File: src/sv/rtmc_pkg.sv
package rtmc_pkg;

    localparam int RANK_W    = 16;
    localparam int TOTAL_W   = 17;
    localparam int GRP_W     = 11;
    localparam int IDX_W     = 10;
    localparam int CFG_IDX_W = 2;
    localparam int CELLS     = RANK_W;
    localparam int DIV_STEPS = TOTAL_W;
    localparam int CNT_W     = 5;

    localparam logic [TOTAL_W-1:0]   MAX_RANKS  = 17'h10000;
    localparam logic [GRP_W-1:0]     MAX_GROUPS = 11'd1024;
    localparam logic [TOTAL_W-1:0]   LIM_NONE   = '1;
    localparam logic [CNT_W-1:0]     DIV_LAST   = 5'(DIV_STEPS - 1);

    localparam logic [CFG_IDX_W-1:0] REG_TOTAL_RANKS  = 2'd0;
    localparam logic [CFG_IDX_W-1:0] REG_RUN_GROUPS   = 2'd1;
    localparam logic [CFG_IDX_W-1:0] REG_CHAIN_GROUPS = 2'd2;

    typedef enum logic [2:0] {
        ST_LOAD1,
        ST_DIV1,
        ST_MUL1,
        ST_LOAD2,
        ST_DIV2,
        ST_MUL2,
        ST_MUL3,
        ST_IDLE
    } setup_state_t;

    typedef struct packed {
        logic             oor;
        logic             hi;
        logic [IDX_W-1:0] run_idx;
        logic [IDX_W-1:0] base;
    } side_t;

    typedef struct packed {
        logic [TOTAL_W-1:0] rem;
        logic [RANK_W-1:0]  dvd;
        logic [IDX_W-1:0]   quo;
        logic [TOTAL_W-1:0] dvs;
        side_t              side;
    } cell_t;

    typedef struct packed {
        logic [TOTAL_W-1:0] total;
        logic [TOTAL_W-1:0] q1;
        logic [IDX_W-1:0]   r1;
        logic [TOTAL_W-1:0] big1;
        logic [TOTAL_W-1:0] qa;
        logic [IDX_W-1:0]   ra;
        logic [TOTAL_W-1:0] big2a;
        logic [TOTAL_W-1:0] qb;
        logic [IDX_W-1:0]   rb;
        logic [TOTAL_W-1:0] big2b;
    } params_t;

    function automatic logic [GRP_W-1:0] eff_groups(input logic [GRP_W-1:0] g);
        logic [GRP_W-1:0] res;
        if (g == '0)
        begin
            res = GRP_W'(1);
        end
        else if (g > MAX_GROUPS)
        begin
            res = MAX_GROUPS;
        end
        else
        begin
            res = g;
        end
        return res;
    endfunction

endpackage

File: src/sv/rtmc_cell.sv
module rtmc_cell (
    input  logic           clk,
    input  logic           rst_n,
    input  logic           in_valid,
    output logic           in_ready,
    input  rtmc_pkg::cell_t in_data,
    output logic           out_valid,
    input  logic           out_ready,
    output rtmc_pkg::cell_t out_data
);

    logic                          valid_reg;
    rtmc_pkg::cell_t               data_reg;
    rtmc_pkg::cell_t               data_next;
    logic [rtmc_pkg::TOTAL_W:0]    trial;
    logic [rtmc_pkg::TOTAL_W:0]    diff;
    logic                          ge;

    always_comb
    begin
        trial = {in_data.rem, in_data.dvd[rtmc_pkg::RANK_W-1]};
        ge    = trial >= {1'b0, in_data.dvs};
        diff  = trial - {1'b0, in_data.dvs};
        data_next      = in_data;
        data_next.rem  = ge ? diff[rtmc_pkg::TOTAL_W-1:0] : trial[rtmc_pkg::TOTAL_W-1:0];
        data_next.dvd  = {in_data.dvd[rtmc_pkg::RANK_W-2:0], 1'b0};
        data_next.quo  = {in_data.quo[rtmc_pkg::IDX_W-2:0], ge};
    end

    assign in_ready  = !valid_reg || out_ready;
    assign out_valid = valid_reg;
    assign out_data  = data_reg;

    always_ff @(posedge clk or negedge rst_n)
    begin
        if (!rst_n)
        begin
            valid_reg <= 1'b0;
        end
        else if (in_ready)
        begin
            valid_reg <= in_valid;
        end
    end

    always_ff @(posedge clk)
    begin
        if (in_ready && in_valid)
        begin
            data_reg <= data_next;
        end
    end

endmodule

File: src/sv/rtmc_prep.sv
module rtmc_prep (
    input  logic                            clk,
    input  logic                            rst_n,
    input  logic                            in_valid,
    output logic                            in_ready,
    input  logic [rtmc_pkg::RANK_W-1:0]     x,
    input  rtmc_pkg::side_t                 in_side,
    input  logic [rtmc_pkg::TOTAL_W-1:0]    lim,
    input  logic [rtmc_pkg::TOTAL_W-1:0]    big,
    input  logic [rtmc_pkg::TOTAL_W-1:0]    q,
    input  logic [rtmc_pkg::IDX_W-1:0]      r,
    output logic                            out_valid,
    input  logic                            out_ready,
    output rtmc_pkg::cell_t                 out_data
);

    logic                          valid_reg;
    rtmc_pkg::cell_t               data_reg;
    rtmc_pkg::cell_t               data_next;
    logic [rtmc_pkg::TOTAL_W-1:0]  xw;
    logic [rtmc_pkg::TOTAL_W-1:0]  diff;
    logic [rtmc_pkg::TOTAL_W:0]    qp1;
    logic                          lt;

    always_comb
    begin
        xw   = {1'b0, x};
        lt   = xw < big;
        diff = xw - big;
        qp1  = {1'b0, q} + (rtmc_pkg::TOTAL_W+1)'(1);
        data_next.rem          = '0;
        data_next.quo          = '0;
        data_next.dvd          = lt ? x : diff[rtmc_pkg::RANK_W-1:0];
        data_next.dvs          = lt ? qp1[rtmc_pkg::TOTAL_W-1:0] : q;
        data_next.side         = in_side;
        data_next.side.oor     = in_side.oor || (xw >= lim);
        data_next.side.hi      = lt;
        data_next.side.base    = lt ? '0 : r;
    end

    assign in_ready  = !valid_reg || out_ready;
    assign out_valid = valid_reg;
    assign out_data  = data_reg;

    always_ff @(posedge clk or negedge rst_n)
    begin
        if (!rst_n)
        begin
            valid_reg <= 1'b0;
        end
        else if (in_ready)
        begin
            valid_reg <= in_valid;
        end
    end

    always_ff @(posedge clk)
    begin
        if (in_ready && in_valid)
        begin
            data_reg <= data_next;
        end
    end

endmodule

File: src/sv/rtmc_setup.sv
module rtmc_setup (
    input  logic                              clk,
    input  logic                              rst_n,
    input  logic                              cfg_we,
    input  logic [rtmc_pkg::CFG_IDX_W-1:0]    cfg_index,
    input  logic [rtmc_pkg::TOTAL_W-1:0]      cfg_data,
    output logic                              busy,
    output rtmc_pkg::params_t                 params
);

    rtmc_pkg::setup_state_t          state_reg;
    rtmc_pkg::setup_state_t          state_next;

    logic [rtmc_pkg::TOTAL_W-1:0]    total_reg;
    logic [rtmc_pkg::GRP_W-1:0]      run_reg;
    logic [rtmc_pkg::GRP_W-1:0]      chain_reg;

    logic [rtmc_pkg::TOTAL_W-1:0]    dv_n_reg;
    logic [rtmc_pkg::GRP_W-1:0]      dv_d_reg;
    logic [rtmc_pkg::GRP_W-1:0]      dv_rem_reg;
    logic [rtmc_pkg::TOTAL_W-1:0]    dv_quo_reg;
    logic [rtmc_pkg::CNT_W-1:0]      cnt_reg;

    rtmc_pkg::params_t               par_reg;

    logic [rtmc_pkg::TOTAL_W-1:0]    total_eff;
    logic [rtmc_pkg::GRP_W-1:0]      run_eff;
    logic [rtmc_pkg::GRP_W-1:0]      chain_eff;
    logic [rtmc_pkg::GRP_W:0]        trial;
    logic [rtmc_pkg::GRP_W:0]        trial_diff;
    logic                            ge;
    logic [rtmc_pkg::GRP_W-1:0]      rem_next;
    logic [rtmc_pkg::TOTAL_W-1:0]    quo_next;
    logic                            div_last;
    logic [rtmc_pkg::IDX_W-1:0]      mul_a;
    logic [rtmc_pkg::TOTAL_W-1:0]    mul_b;
    logic [rtmc_pkg::TOTAL_W:0]      mul_b1;
    logic [rtmc_pkg::TOTAL_W+rtmc_pkg::IDX_W:0] prod;
    logic [rtmc_pkg::GRP_W-1:0]      rb_inc;

    always_comb
    begin
        total_eff  = (total_reg > rtmc_pkg::MAX_RANKS) ? rtmc_pkg::MAX_RANKS : total_reg;
        run_eff    = rtmc_pkg::eff_groups(run_reg);
        chain_eff  = rtmc_pkg::eff_groups(chain_reg);
        trial      = {dv_rem_reg, dv_n_reg[rtmc_pkg::TOTAL_W-1]};
        ge         = trial >= {1'b0, dv_d_reg};
        trial_diff = trial - {1'b0, dv_d_reg};
        rem_next   = ge ? trial_diff[rtmc_pkg::GRP_W-1:0] : trial[rtmc_pkg::GRP_W-1:0];
        quo_next   = {dv_quo_reg[rtmc_pkg::TOTAL_W-2:0], ge};
        rb_inc     = {1'b0, par_reg.rb} + rtmc_pkg::GRP_W'(1);
    end

    always_comb
    begin
        unique case (state_reg)
            rtmc_pkg::ST_MUL1:
            begin
                mul_a = par_reg.r1;
                mul_b = par_reg.q1;
            end
            rtmc_pkg::ST_MUL2:
            begin
                mul_a = par_reg.rb;
                mul_b = par_reg.qb;
            end
            default:
            begin
                mul_a = par_reg.ra;
                mul_b = par_reg.qa;
            end
        endcase
        mul_b1 = {1'b0, mul_b} + (rtmc_pkg::TOTAL_W+1)'(1);
        prod   = mul_a * mul_b1;
    end

    always_comb
    begin
        state_next = state_reg;
        if (cfg_we)
        begin
            state_next = rtmc_pkg::ST_LOAD1;
        end
        else
        begin
            unique case (state_reg)
                rtmc_pkg::ST_LOAD1: state_next = rtmc_pkg::ST_DIV1;
                rtmc_pkg::ST_DIV1:  state_next = div_last ? rtmc_pkg::ST_MUL1 : rtmc_pkg::ST_DIV1;
                rtmc_pkg::ST_MUL1:  state_next = rtmc_pkg::ST_LOAD2;
                rtmc_pkg::ST_LOAD2: state_next = rtmc_pkg::ST_DIV2;
                rtmc_pkg::ST_DIV2:  state_next = div_last ? rtmc_pkg::ST_MUL2 : rtmc_pkg::ST_DIV2;
                rtmc_pkg::ST_MUL2:  state_next = rtmc_pkg::ST_MUL3;
                rtmc_pkg::ST_MUL3:  state_next = rtmc_pkg::ST_IDLE;
                rtmc_pkg::ST_IDLE:  state_next = rtmc_pkg::ST_IDLE;
                default:            state_next = rtmc_pkg::ST_LOAD1;
            endcase
        end
    end

    always_comb
    begin
        busy     = (state_reg != rtmc_pkg::ST_IDLE);
        div_last = (cnt_reg == rtmc_pkg::DIV_LAST);
    end

    assign params = par_reg;

    always_ff @(posedge clk or negedge rst_n)
    begin
        if (!rst_n)
        begin
            state_reg <= rtmc_pkg::ST_LOAD1;
            total_reg <= rtmc_pkg::TOTAL_W'(1);
            run_reg   <= rtmc_pkg::GRP_W'(1);
            chain_reg <= rtmc_pkg::GRP_W'(1);
        end
        else
        begin
            state_reg <= state_next;
            if (cfg_we)
            begin
                unique case (cfg_index)
                    rtmc_pkg::REG_TOTAL_RANKS:  total_reg <= cfg_data;
                    rtmc_pkg::REG_RUN_GROUPS:   run_reg   <= cfg_data[rtmc_pkg::GRP_W-1:0];
                    rtmc_pkg::REG_CHAIN_GROUPS: chain_reg <= cfg_data[rtmc_pkg::GRP_W-1:0];
                    default:                    ;
                endcase
            end
        end
    end

    always_ff @(posedge clk)
    begin
        unique case (state_reg)
            rtmc_pkg::ST_LOAD1:
            begin
                dv_n_reg      <= total_eff;
                dv_d_reg      <= run_eff;
                dv_rem_reg    <= '0;
                dv_quo_reg    <= '0;
                cnt_reg       <= '0;
                par_reg.total <= total_eff;
            end
            rtmc_pkg::ST_DIV1:
            begin
                dv_n_reg   <= {dv_n_reg[rtmc_pkg::TOTAL_W-2:0], 1'b0};
                dv_rem_reg <= rem_next;
                dv_quo_reg <= quo_next;
                cnt_reg    <= cnt_reg + rtmc_pkg::CNT_W'(1);
                par_reg.q1 <= quo_next;
                par_reg.r1 <= rem_next[rtmc_pkg::IDX_W-1:0];
            end
            rtmc_pkg::ST_MUL1:
            begin
                par_reg.big1 <= prod[rtmc_pkg::TOTAL_W-1:0];
            end
            rtmc_pkg::ST_LOAD2:
            begin
                dv_n_reg   <= par_reg.q1;
                dv_d_reg   <= chain_eff;
                dv_rem_reg <= '0;
                dv_quo_reg <= '0;
                cnt_reg    <= '0;
            end
            rtmc_pkg::ST_DIV2:
            begin
                dv_n_reg   <= {dv_n_reg[rtmc_pkg::TOTAL_W-2:0], 1'b0};
                dv_rem_reg <= rem_next;
                dv_quo_reg <= quo_next;
                cnt_reg    <= cnt_reg + rtmc_pkg::CNT_W'(1);
                par_reg.qb <= quo_next;
                par_reg.rb <= rem_next[rtmc_pkg::IDX_W-1:0];
            end
            rtmc_pkg::ST_MUL2:
            begin
                par_reg.big2b <= prod[rtmc_pkg::TOTAL_W-1:0];
                if (rb_inc == chain_eff)
                begin
                    par_reg.qa <= par_reg.qb + rtmc_pkg::TOTAL_W'(1);
                    par_reg.ra <= '0;
                end
                else
                begin
                    par_reg.qa <= par_reg.qb;
                    par_reg.ra <= rb_inc[rtmc_pkg::IDX_W-1:0];
                end
            end
            rtmc_pkg::ST_MUL3:
            begin
                par_reg.big2a <= prod[rtmc_pkg::TOTAL_W-1:0];
            end
            default:
            begin
            end
        endcase
    end

endmodule

File: src/sv/rank_to_mesh_coordinates.sv
// Maps a rank to (run group, chain group, member) under a two-level uneven block
// split. After reset and after every configuration write the block computes group sizes
// with a serial divider, with in_ready low. After that it takes one rank per clock while
// the output is not stalled; each rank passes two rows of 16 divider cells (one quotient
// bit per cell) plus three registered stages; results leave in order with full
// backpressure on either side.
module rank_to_mesh_coordinates (
    input  logic                              clk,
    input  logic                              rst_n,
    input  logic                              in_valid,
    output logic                              in_ready,
    input  logic [rtmc_pkg::RANK_W-1:0]       rank,
    output logic                              out_valid,
    input  logic                              out_ready,
    output logic [rtmc_pkg::IDX_W-1:0]        run_index,
    output logic [rtmc_pkg::IDX_W-1:0]        chain_index,
    output logic [rtmc_pkg::RANK_W-1:0]       member_index,
    output logic                              out_of_range,
    input  logic                              cfg_valid,
    output logic                              cfg_ready,
    input  logic [rtmc_pkg::CFG_IDX_W-1:0]    cfg_index,
    input  logic [rtmc_pkg::TOTAL_W-1:0]      cfg_data
);

    rtmc_pkg::params_t             params;
    logic                          busy;
    logic                          prep1_ready;

    logic [rtmc_pkg::CELLS:0]      l1_valid;
    logic [rtmc_pkg::CELLS:0]      l1_ready;
    rtmc_pkg::cell_t               l1_data [0:rtmc_pkg::CELLS];
    logic [rtmc_pkg::CELLS:0]      l2_valid;
    logic [rtmc_pkg::CELLS:0]      l2_ready;
    rtmc_pkg::cell_t               l2_data [0:rtmc_pkg::CELLS];

    rtmc_pkg::side_t               side1;
    rtmc_pkg::side_t               side2;
    rtmc_pkg::cell_t               last1;
    rtmc_pkg::cell_t               last2;
    logic [rtmc_pkg::TOTAL_W-1:0]  q2;
    logic [rtmc_pkg::IDX_W-1:0]    r2;
    logic [rtmc_pkg::TOTAL_W-1:0]  big2;

    logic                          out_valid_reg;
    logic                          out_take;
    logic [rtmc_pkg::IDX_W-1:0]    run_reg;
    logic [rtmc_pkg::IDX_W-1:0]    chain_reg;
    logic [rtmc_pkg::RANK_W-1:0]   member_reg;
    logic                          oor_reg;

    assign cfg_ready = 1'b1;
    assign in_ready  = prep1_ready && !busy;

    rtmc_setup u_setup (
        .clk       (clk),
        .rst_n     (rst_n),
        .cfg_we    (cfg_valid),
        .cfg_index (cfg_index),
        .cfg_data  (cfg_data),
        .busy      (busy),
        .params    (params)
    );

    always_comb
    begin
        side1 = '0;
    end

    rtmc_prep u_prep1 (
        .clk       (clk),
        .rst_n     (rst_n),
        .in_valid  (in_valid && !busy),
        .in_ready  (prep1_ready),
        .x         (rank),
        .in_side   (side1),
        .lim       (params.total),
        .big       (params.big1),
        .q         (params.q1),
        .r         (params.r1),
        .out_valid (l1_valid[0]),
        .out_ready (l1_ready[0]),
        .out_data  (l1_data[0])
    );

    for (genvar i = 0; i < rtmc_pkg::CELLS; i++)
    begin : g_l1
        rtmc_cell u_cell (
            .clk       (clk),
            .rst_n     (rst_n),
            .in_valid  (l1_valid[i]),
            .in_ready  (l1_ready[i]),
            .in_data   (l1_data[i]),
            .out_valid (l1_valid[i+1]),
            .out_ready (l1_ready[i+1]),
            .out_data  (l1_data[i+1])
        );
    end

    always_comb
    begin
        last1           = l1_data[rtmc_pkg::CELLS];
        side2           = last1.side;
        side2.run_idx   = last1.side.base + last1.quo;
        side2.base      = '0;
        q2              = last1.side.hi ? params.qa    : params.qb;
        r2              = last1.side.hi ? params.ra    : params.rb;
        big2            = last1.side.hi ? params.big2a : params.big2b;
    end

    rtmc_prep u_prep2 (
        .clk       (clk),
        .rst_n     (rst_n),
        .in_valid  (l1_valid[rtmc_pkg::CELLS]),
        .in_ready  (l1_ready[rtmc_pkg::CELLS]),
        .x         (last1.rem[rtmc_pkg::RANK_W-1:0]),
        .in_side   (side2),
        .lim       (rtmc_pkg::LIM_NONE),
        .big       (big2),
        .q         (q2),
        .r         (r2),
        .out_valid (l2_valid[0]),
        .out_ready (l2_ready[0]),
        .out_data  (l2_data[0])
    );

    for (genvar i = 0; i < rtmc_pkg::CELLS; i++)
    begin : g_l2
        rtmc_cell u_cell (
            .clk       (clk),
            .rst_n     (rst_n),
            .in_valid  (l2_valid[i]),
            .in_ready  (l2_ready[i]),
            .in_data   (l2_data[i]),
            .out_valid (l2_valid[i+1]),
            .out_ready (l2_ready[i+1]),
            .out_data  (l2_data[i+1])
        );
    end

    assign last2                    = l2_data[rtmc_pkg::CELLS];
    assign out_take                 = !out_valid_reg || out_ready;
    assign l2_ready[rtmc_pkg::CELLS] = out_take;

    always_ff @(posedge clk or negedge rst_n)
    begin
        if (!rst_n)
        begin
            out_valid_reg <= 1'b0;
        end
        else if (out_take)
        begin
            out_valid_reg <= l2_valid[rtmc_pkg::CELLS];
        end
    end

    always_ff @(posedge clk)
    begin
        if (out_take && l2_valid[rtmc_pkg::CELLS])
        begin
            oor_reg <= last2.side.oor;
            if (last2.side.oor)
            begin
                run_reg    <= '0;
                chain_reg  <= '0;
                member_reg <= '0;
            end
            else
            begin
                run_reg    <= last2.side.run_idx;
                chain_reg  <= last2.side.base + last2.quo;
                member_reg <= last2.rem[rtmc_pkg::RANK_W-1:0];
            end
        end
    end

    assign out_valid    = out_valid_reg;
    assign run_index    = run_reg;
    assign chain_index  = chain_reg;
    assign member_index = member_reg;
    assign out_of_range = oor_reg;

endmodule

File: config.mk
export PLATFORM = sky130hd
export DESIGN_NAME = rank_to_mesh_coordinates
export DESIGN_NICKNAME = d
export VERILOG_FILES = /design/src/sv/rtmc_pkg.sv /design/src/sv/rtmc_cell.sv /design/src/sv/rtmc_prep.sv /design/src/sv/rtmc_setup.sv /design/src/sv/rank_to_mesh_coordinates.sv
export SDC_FILE = /design/constraint.sdc
export NUM_CORES = 2
export LEC_CHECK = 0
export BUFFER_PORTS_ARGS = -buffer_cell sky130_fd_sc_hd__buf_2
export CORE_ASPECT_RATIO = 1.5
export CORE_MARGIN = 2
export CORE_UTILIZATION = 40
export DETAILED_ROUTE_END_ITERATION = 10
export SLEW_MARGIN = 15
export SYNTH_ARGS = -nofsm -noshare
export SYNTH_HDL_FRONTEND = slang
export SYNTH_HIERARCHICAL = 1
export SYNTH_SLANG_ARGS = --single-unit
File: constraint.sdc
create_clock -name clk -period 7.5 [get_ports clk]
set_input_delay 0.375 -clock clk [delete_from_list [all_inputs] [get_ports clk]]
set_output_delay 0.375 -clock clk [all_outputs]
set_load 0.01 [all_outputs]
# Word level (Yosys, flattened, before mapping)
# Index checks and enable logic that the tools add are counted.
# W data, S select, Z words.
dict set report totals {
  input_bits 40
  output_inout_bits 40
  elab_cells 553
  ff_bits 2352
}
dict set report op_classes {
  add_sub_neg 43
  eq_ne 12
  mul 1
  n_lt_le_gt_ge 40
  mux 57
  reduce_logical 122
}
# op n
set op_table {}
lappend op_table {{$mux W17} 33}
lappend op_table {{$ge A18 B17 Y1} 30}
lappend op_table {{$sub A17 B17 Y17} 28}
lappend op_table {{$mux W16} 4}
lappend op_table {{$sub A16 B16 Y16} 4}
lappend op_table {{$mux W11} 5}
lappend op_table {{$add A17 B1 Y17 const B} 3}
lappend op_table {{$pmux W17 S3} 1}
lappend op_table {{$pmux W11 S2} 2}
lappend op_table {{$logic_and A1 B1 Y1} 37}
lappend op_table {{$logic_not A1 Y1} 36}
lappend op_table {{$logic_or A1 B1 Y1} 36}
lappend op_table {{$ge A1 B17 Y1} 2}
lappend op_table {{$lt A16 B17 Y1} 2}
lappend op_table {{$pmux W17 S2} 1}
lappend op_table {{$sub A1 B17 Y17} 2}
lappend op_table {{$pmux W16 S2} 1}
lappend op_table {{$mux W27} 1}
lappend op_table {{$gt A11 B11 Y1 const B} 2}
lappend op_table {{$logic_not A11 Y1} 2}
lappend op_table {{$pmux W3 S7} 1}
lappend op_table {{$add A10 B10 Y10} 2}
lappend op_table {{$pmux W10 S2} 1}
lappend op_table {{$add A17 B1 Y18 const B} 1}
lappend op_table {{other kinds (27)} 38}

# Logic depth before layout (Yosys ltp)
dict set report depth {
  depth_word 37
  mapped_depth 36
  mapped_depth_nobuf 36
}

# Hierarchy
# Netlist, hierarchy kept.
# mod n_inst cells_each seq_area_each_um2 area_per_inst_um2
set by_module_without_submodules {}
lappend by_module_without_submodules {rtmc_cell 32 239 2457.4 3669.8}
lappend by_module_without_submodules {rtmc_setup 1 1268 7330.8 14780.4}
lappend by_module_without_submodules {rtmc_prep 2 347 1676.6 3699.8}
lappend by_module_without_submodules {rank_to_mesh_coordinates 1 239 1136.1 2735.1}

# Worst setup path before layout
# OpenSTA, ideal clock, no wires.
dict set report synth_path {
  kind {reg2reg}
  from {reg u_setup.state_reg[2]}
  to {reg u_setup.par_reg (netlist bit u_setup/params[103]) (data pin)}
  path_stages_with_launch 25
  path_buffers 2
  t_required_ns 7.233
  synth_period_minus_slack_ns 7.609
  setup_slack_ns -0.109
  setup_time_ns 0.267
  arrival_ns 7.341
  cell_sequence {dfrtp_1 -> nand3b_4 -> inv_1 -> clkbuf_1 -> nand2_1 -> a31oi_1 -> clkbuf_1 -> nand2_1 -> fa_1 -> inv_1 -> fa_1 -> inv_1 -> fa_1 -> inv_1 -> fa_1 -> inv_1 -> fa_1 -> inv_1 -> ha_1 -> a21oi_1 -> o21bai_1 -> a2111oi_0 -> o31ai_1 -> a21oi_1 -> xnor2_1}
}
dict set report synth_via {
  elab_chain_cells 4
  elab_cells_between_ends 6
  classes_between {1 x add/sub; 1 x mul; 2 x eq/ne; 2 x mux}
}
# element line
set synth_rtl {}
lappend synth_rtl {{from (decl)} rtmc_setup.sv:11} ;# rtmc_pkg::setup_state_t state_reg;
lappend synth_rtl {{from (signal assigned)} rtmc_setup.sv:112} ;# state_reg <= rtmc_pkg::ST_LOAD1;
lappend synth_rtl {{from (signal assigned)} rtmc_setup.sv:119} ;# state_reg <= state_next;
lappend synth_rtl {{$eq A3 B3 Y1 or $eq A3 B2 Y1 (tied branches)} rtmc_setup.sv:56} ;# unique case (state_reg)
lappend synth_rtl {{$pmux W17 S2} rtmc_setup.sv:56}
lappend synth_rtl {{$add A17 B1 Y18} rtmc_setup.sv:73} ;# mul_b1 = {1'b0, mul_b} + (rtmc_pkg::TOTAL_W+1)'(1);
lappend synth_rtl {{$mul A10 B18 Y17 *} rtmc_setup.sv:74} ;# prod = mul_a * mul_b1;
lappend synth_rtl {{named net u_setup.prod (one bit)} rtmc_setup.sv:38} ;# logic [rtmc_pkg::TOTAL_W+rtmc_pkg::IDX_W:0] prod;
lappend synth_rtl {{to (decl)} rtmc_setup.sv:24} ;# rtmc_pkg::params_t par_reg;
# Mark *: on every way through the listed nets, which the timed path passes. The rest lies on a longest branch.
# A chain may end at the register's enable or synchronous reset.

# Worst setup path in the final report
dict set report layout_path {
  from {reg u_setup.state_reg[1]}
  to {reg u_setup.par_reg (netlist bit u_setup/params[16]) (data pin)}
}
# Same word-level chain as after synthesis.

==> reports/results.tsv <==
stage	metric	value	unit
critical_path	crit path capture	u_setup/params[16]$_DFFE_PN_	
detailed_routing	Avg WL per Cell	19.5	µm
global_routing	vias in the first global route	74800	
global_routing	Tot GR Track Use	16.9	%
floorplan	row cnt	247	
floorplan	Initial Util	40.2	%
detailed_routing	drt pass-1 iters	6	
critical_path	Reg-to-Reg Start	u_setup/state_reg[1]$_DFF_PN0_	
timing	setup_tns	0	ns
cells_and_area	Filler Cell Count	26700	
clock_tree	Num CTS Buffers	227	
synth	Synth Cell Area	0.122	mm²
pwr	PwrDens	203	mW/mm²
timing	Worst Max-Slew Pin Slew	1.10	ns
cells_and_area	share of cells above drive strength 1	15.2	%
critical_path	r2r endpoint	u_setup/params[16]$_DFFE_PN_	
floorplan	Die Ht	679	µm
detailed_routing	Vias/cell	5.22	
floorplan	Die Width	454	µm
clock_tree	CTS Sinks	2352	
cells_and_area	Final Cell Area	0.135	mm²
clock_tree	worst-skew pair later-pin latency	0.89	ns
timing	crit share post-route	95.3	%
critical_path	Worst EP required	8.11	ns
critical_path	Worst R2R Path Depth	27	
critical_path	CP startpoint kind	flip-flop	
timing	Period minus WS final	7.14	ns
clock_tree	worst-case clock buffer depth	4	
timing	RSZ-0062 raised after global routing	no	
detailed_routing	Remaining DRCs	0	
critical_path	worst path arrival time	7.76	ns
clock_tree	CTS tree	built	
timing	Fmax achieved	0.140	GHz
floorplan	Core Region	0.302	mm²
floorplan	io pins	80	
timing	Slew Limit Fails	0	
timing	Worst slew margin	26.6	%
detailed_routing	WL final	265000	µm
timing	Setup Skew	0.0691	ns
status	outcome	completed	
clock_tree	depth of the CTS H-tree	4	
cells_and_area	Layout Nets	10300	
synth	Mean Syn Cell Area	13.4	µm²
timing	final setup fails	0	
placement	gpl congestion	0.966	
global_routing	first-pass GRT wire length	412000	µm
placement	area of placed instances	0.127	mm²
pwr	peak supply drop	217	µV
clock_tree	Clock Root Buffer	clkbuf_16	
hold_path	Hold Path Class	in2reg	
global_routing	largest net degree at the start of global routing	71	
critical_path	kind of critical path	reg2reg	
clock_tree	Reg clk slew, reported paths	0.07	ns
cells_and_area	Largest register FFs	1037	
placement	HPWL Detailed	206000	µm
critical_path	Critical Path Fanout Max	13	
placement	Port Buf Inserts	78	
global_routing	antenna violations before repair	1	
detailed_routing	Detail Route Antenna Nets	0	
global_routing	total grt overflow	0	
flow_run	Max-Cap Viols	0	
critical_path	r2r setup slk	0.36	ns
critical_path	Worst Setup End Kind	flip-flop	
detailed_routing	iteration-0 DRC count of the detailed router	3711	
pwr	Pleak	51.5	nW
synth	warnings from Yosys	6	
detailed_routing	Vias	71100	
critical_path	Critical path origin	u_setup/state_reg[1]$_DFF_PN0_	
floorplan	die area	0.308	mm²
synth	Synth Instances	9074	
timing	final hold vios	0	
cells_and_area	area delta synth->final	11.2	%
-- metrics by stage --
| step | setup WS, ns | utilization, % | cells | total power [W] | hold slack, ns |
|---|---|---|---|---|---|
| global route | 0.0252 | 44.7 | 13600 | 0.0284 | 0.0769 |
| global placement | -0.0948 | 42.0 | 13200 | 0.0158 | 0.401 |
| CTS | 0.0251 | 44.7 | 13600 | 0.0278 | 0.0130 |
| floorplan | 0.225 | - | 9123 | 0.0155 | 0.0794 |
| finish | 0.356 | 44.7 | 13600 | 0.0275 | 0.0976 |
| detailed placement | 0.00303 | 42.0 | 13200 | 0.0159 | 0.405 |
-- metal layers --
metal | global-route usage, % | vias up | routed length, µm
li1 | - | 34300 | -
met1 | 16.1 | 34800 | 90600
met2 | 34.5 | 1363 | 152000
met3 | 1.86 | 657 | 7650
met4 | 8.87 | 0 | 14800
met5 | 0 | - | 0
-- worst max-delay path, cell delays in order, from the launching register on --
cell	delay, ns
dfrtp_2	0.44
buf_6	0.18
nor3b_1	0.06
o21ai_0	0.16
o221a_1	0.22
ha_1	0.21
o2111ai_1	0.15
buf_4	0.19
nor3_1	0.25
and2_1	0.21
nand2b_1	0.12
xnor2_1	0.21
buf_4	0.19
nand2_1	0.07
fa_1	0.43
fa_1	0.51
fa_1	0.49
inv_1	0.05
fa_1	0.53
inv_1	0.05
fa_1	0.42
xnor2_1	0.18
xnor2_1	0.15
xnor2_1	0.14
xnor3_1	0.42
xor3_1	0.36
xnor3_1	0.26
xnor2_2	0.18
-- layout make-up --
type                    count  area, µm²  share of cell area (%)
flip-flops and latches   2352      70200                    52.0
multi-input cells        5688      46500                    34.4
clock buffers             263       5950                    4.40
well taps                3984       4980                    3.69
inverters                 950       3970                    2.94
clock inverters           153       1800                    1.33
repair buffers            226       1680                    1.24
diodes                      1       2.50                 0.00185
-- worst min path at each step --
stage                                                startpoint                                     end  slack (ns)  depth (start not counted)
after detailed placement  g_l1[9].u_cell/out_data[42]$_DFFE_PP_  g_l1[10].u_cell/out_data[43]$_DFFE_PP_        0.40                          0
after global placement    g_l2[3].u_cell/out_data[18]$_DFFE_PP_   g_l2[4].u_cell/out_data[18]$_DFFE_PP_        0.40                          0
after floorplan                                           rst_n    g_l1[0].u_cell/out_valid$_DFFE_PN0N_        0.08                          0
after global routing                               cfg_index[1]        u_setup/total_reg[8]$_DFFE_PN0P_        0.08                          4
after CTS                                          cfg_index[0]       u_setup/total_reg[16]$_DFFE_PN0P_        0.01                          5
final                                              cfg_index[1]       u_setup/total_reg[16]$_DFFE_PN0P_         0.1                          4
-- cells in the final DEF (no fill, tap or decap), types with 115 or more instances in the layout --
cell type  count
a21o_1       118
a21oi_1      490
and2_1       158
clkbuf_16    230
edfxtp_1    2275
fa_1         115
ha_1         675
inv_1        914
mux2_4       322
nand2_1      470
nand2b_1     163
nand3_1      268
nor2_1       323
nor3_1       159
o21ai_0      298
xnor2_1      335
xor2_1       149
-- what timing repair did --
| item | 4_1_cts | 5_1_grt |
|---|---|---|
| resized for setup | 18 | 15 |
| endpoints found under the hold margin | 103 | 0 |
| pin swaps | 0 | 2 |
| hold buffers | 39 | 0 |
| buffers inserted | 0 | 2 |
| cloned | 0 | 0 |
| setup endpoints to repair | 1 | 10 |
-- report_power, final --
group | internal (W) | total [W] | switching [W]
sequential | 0.0144 | 0.0146 | 0.000129
clock | 0.00691 | 0.0118 | 0.00494
combinational | 0.000430 | 0.00104 | 0.000609
Note: power is estimated with default switching activity, not from simulation.
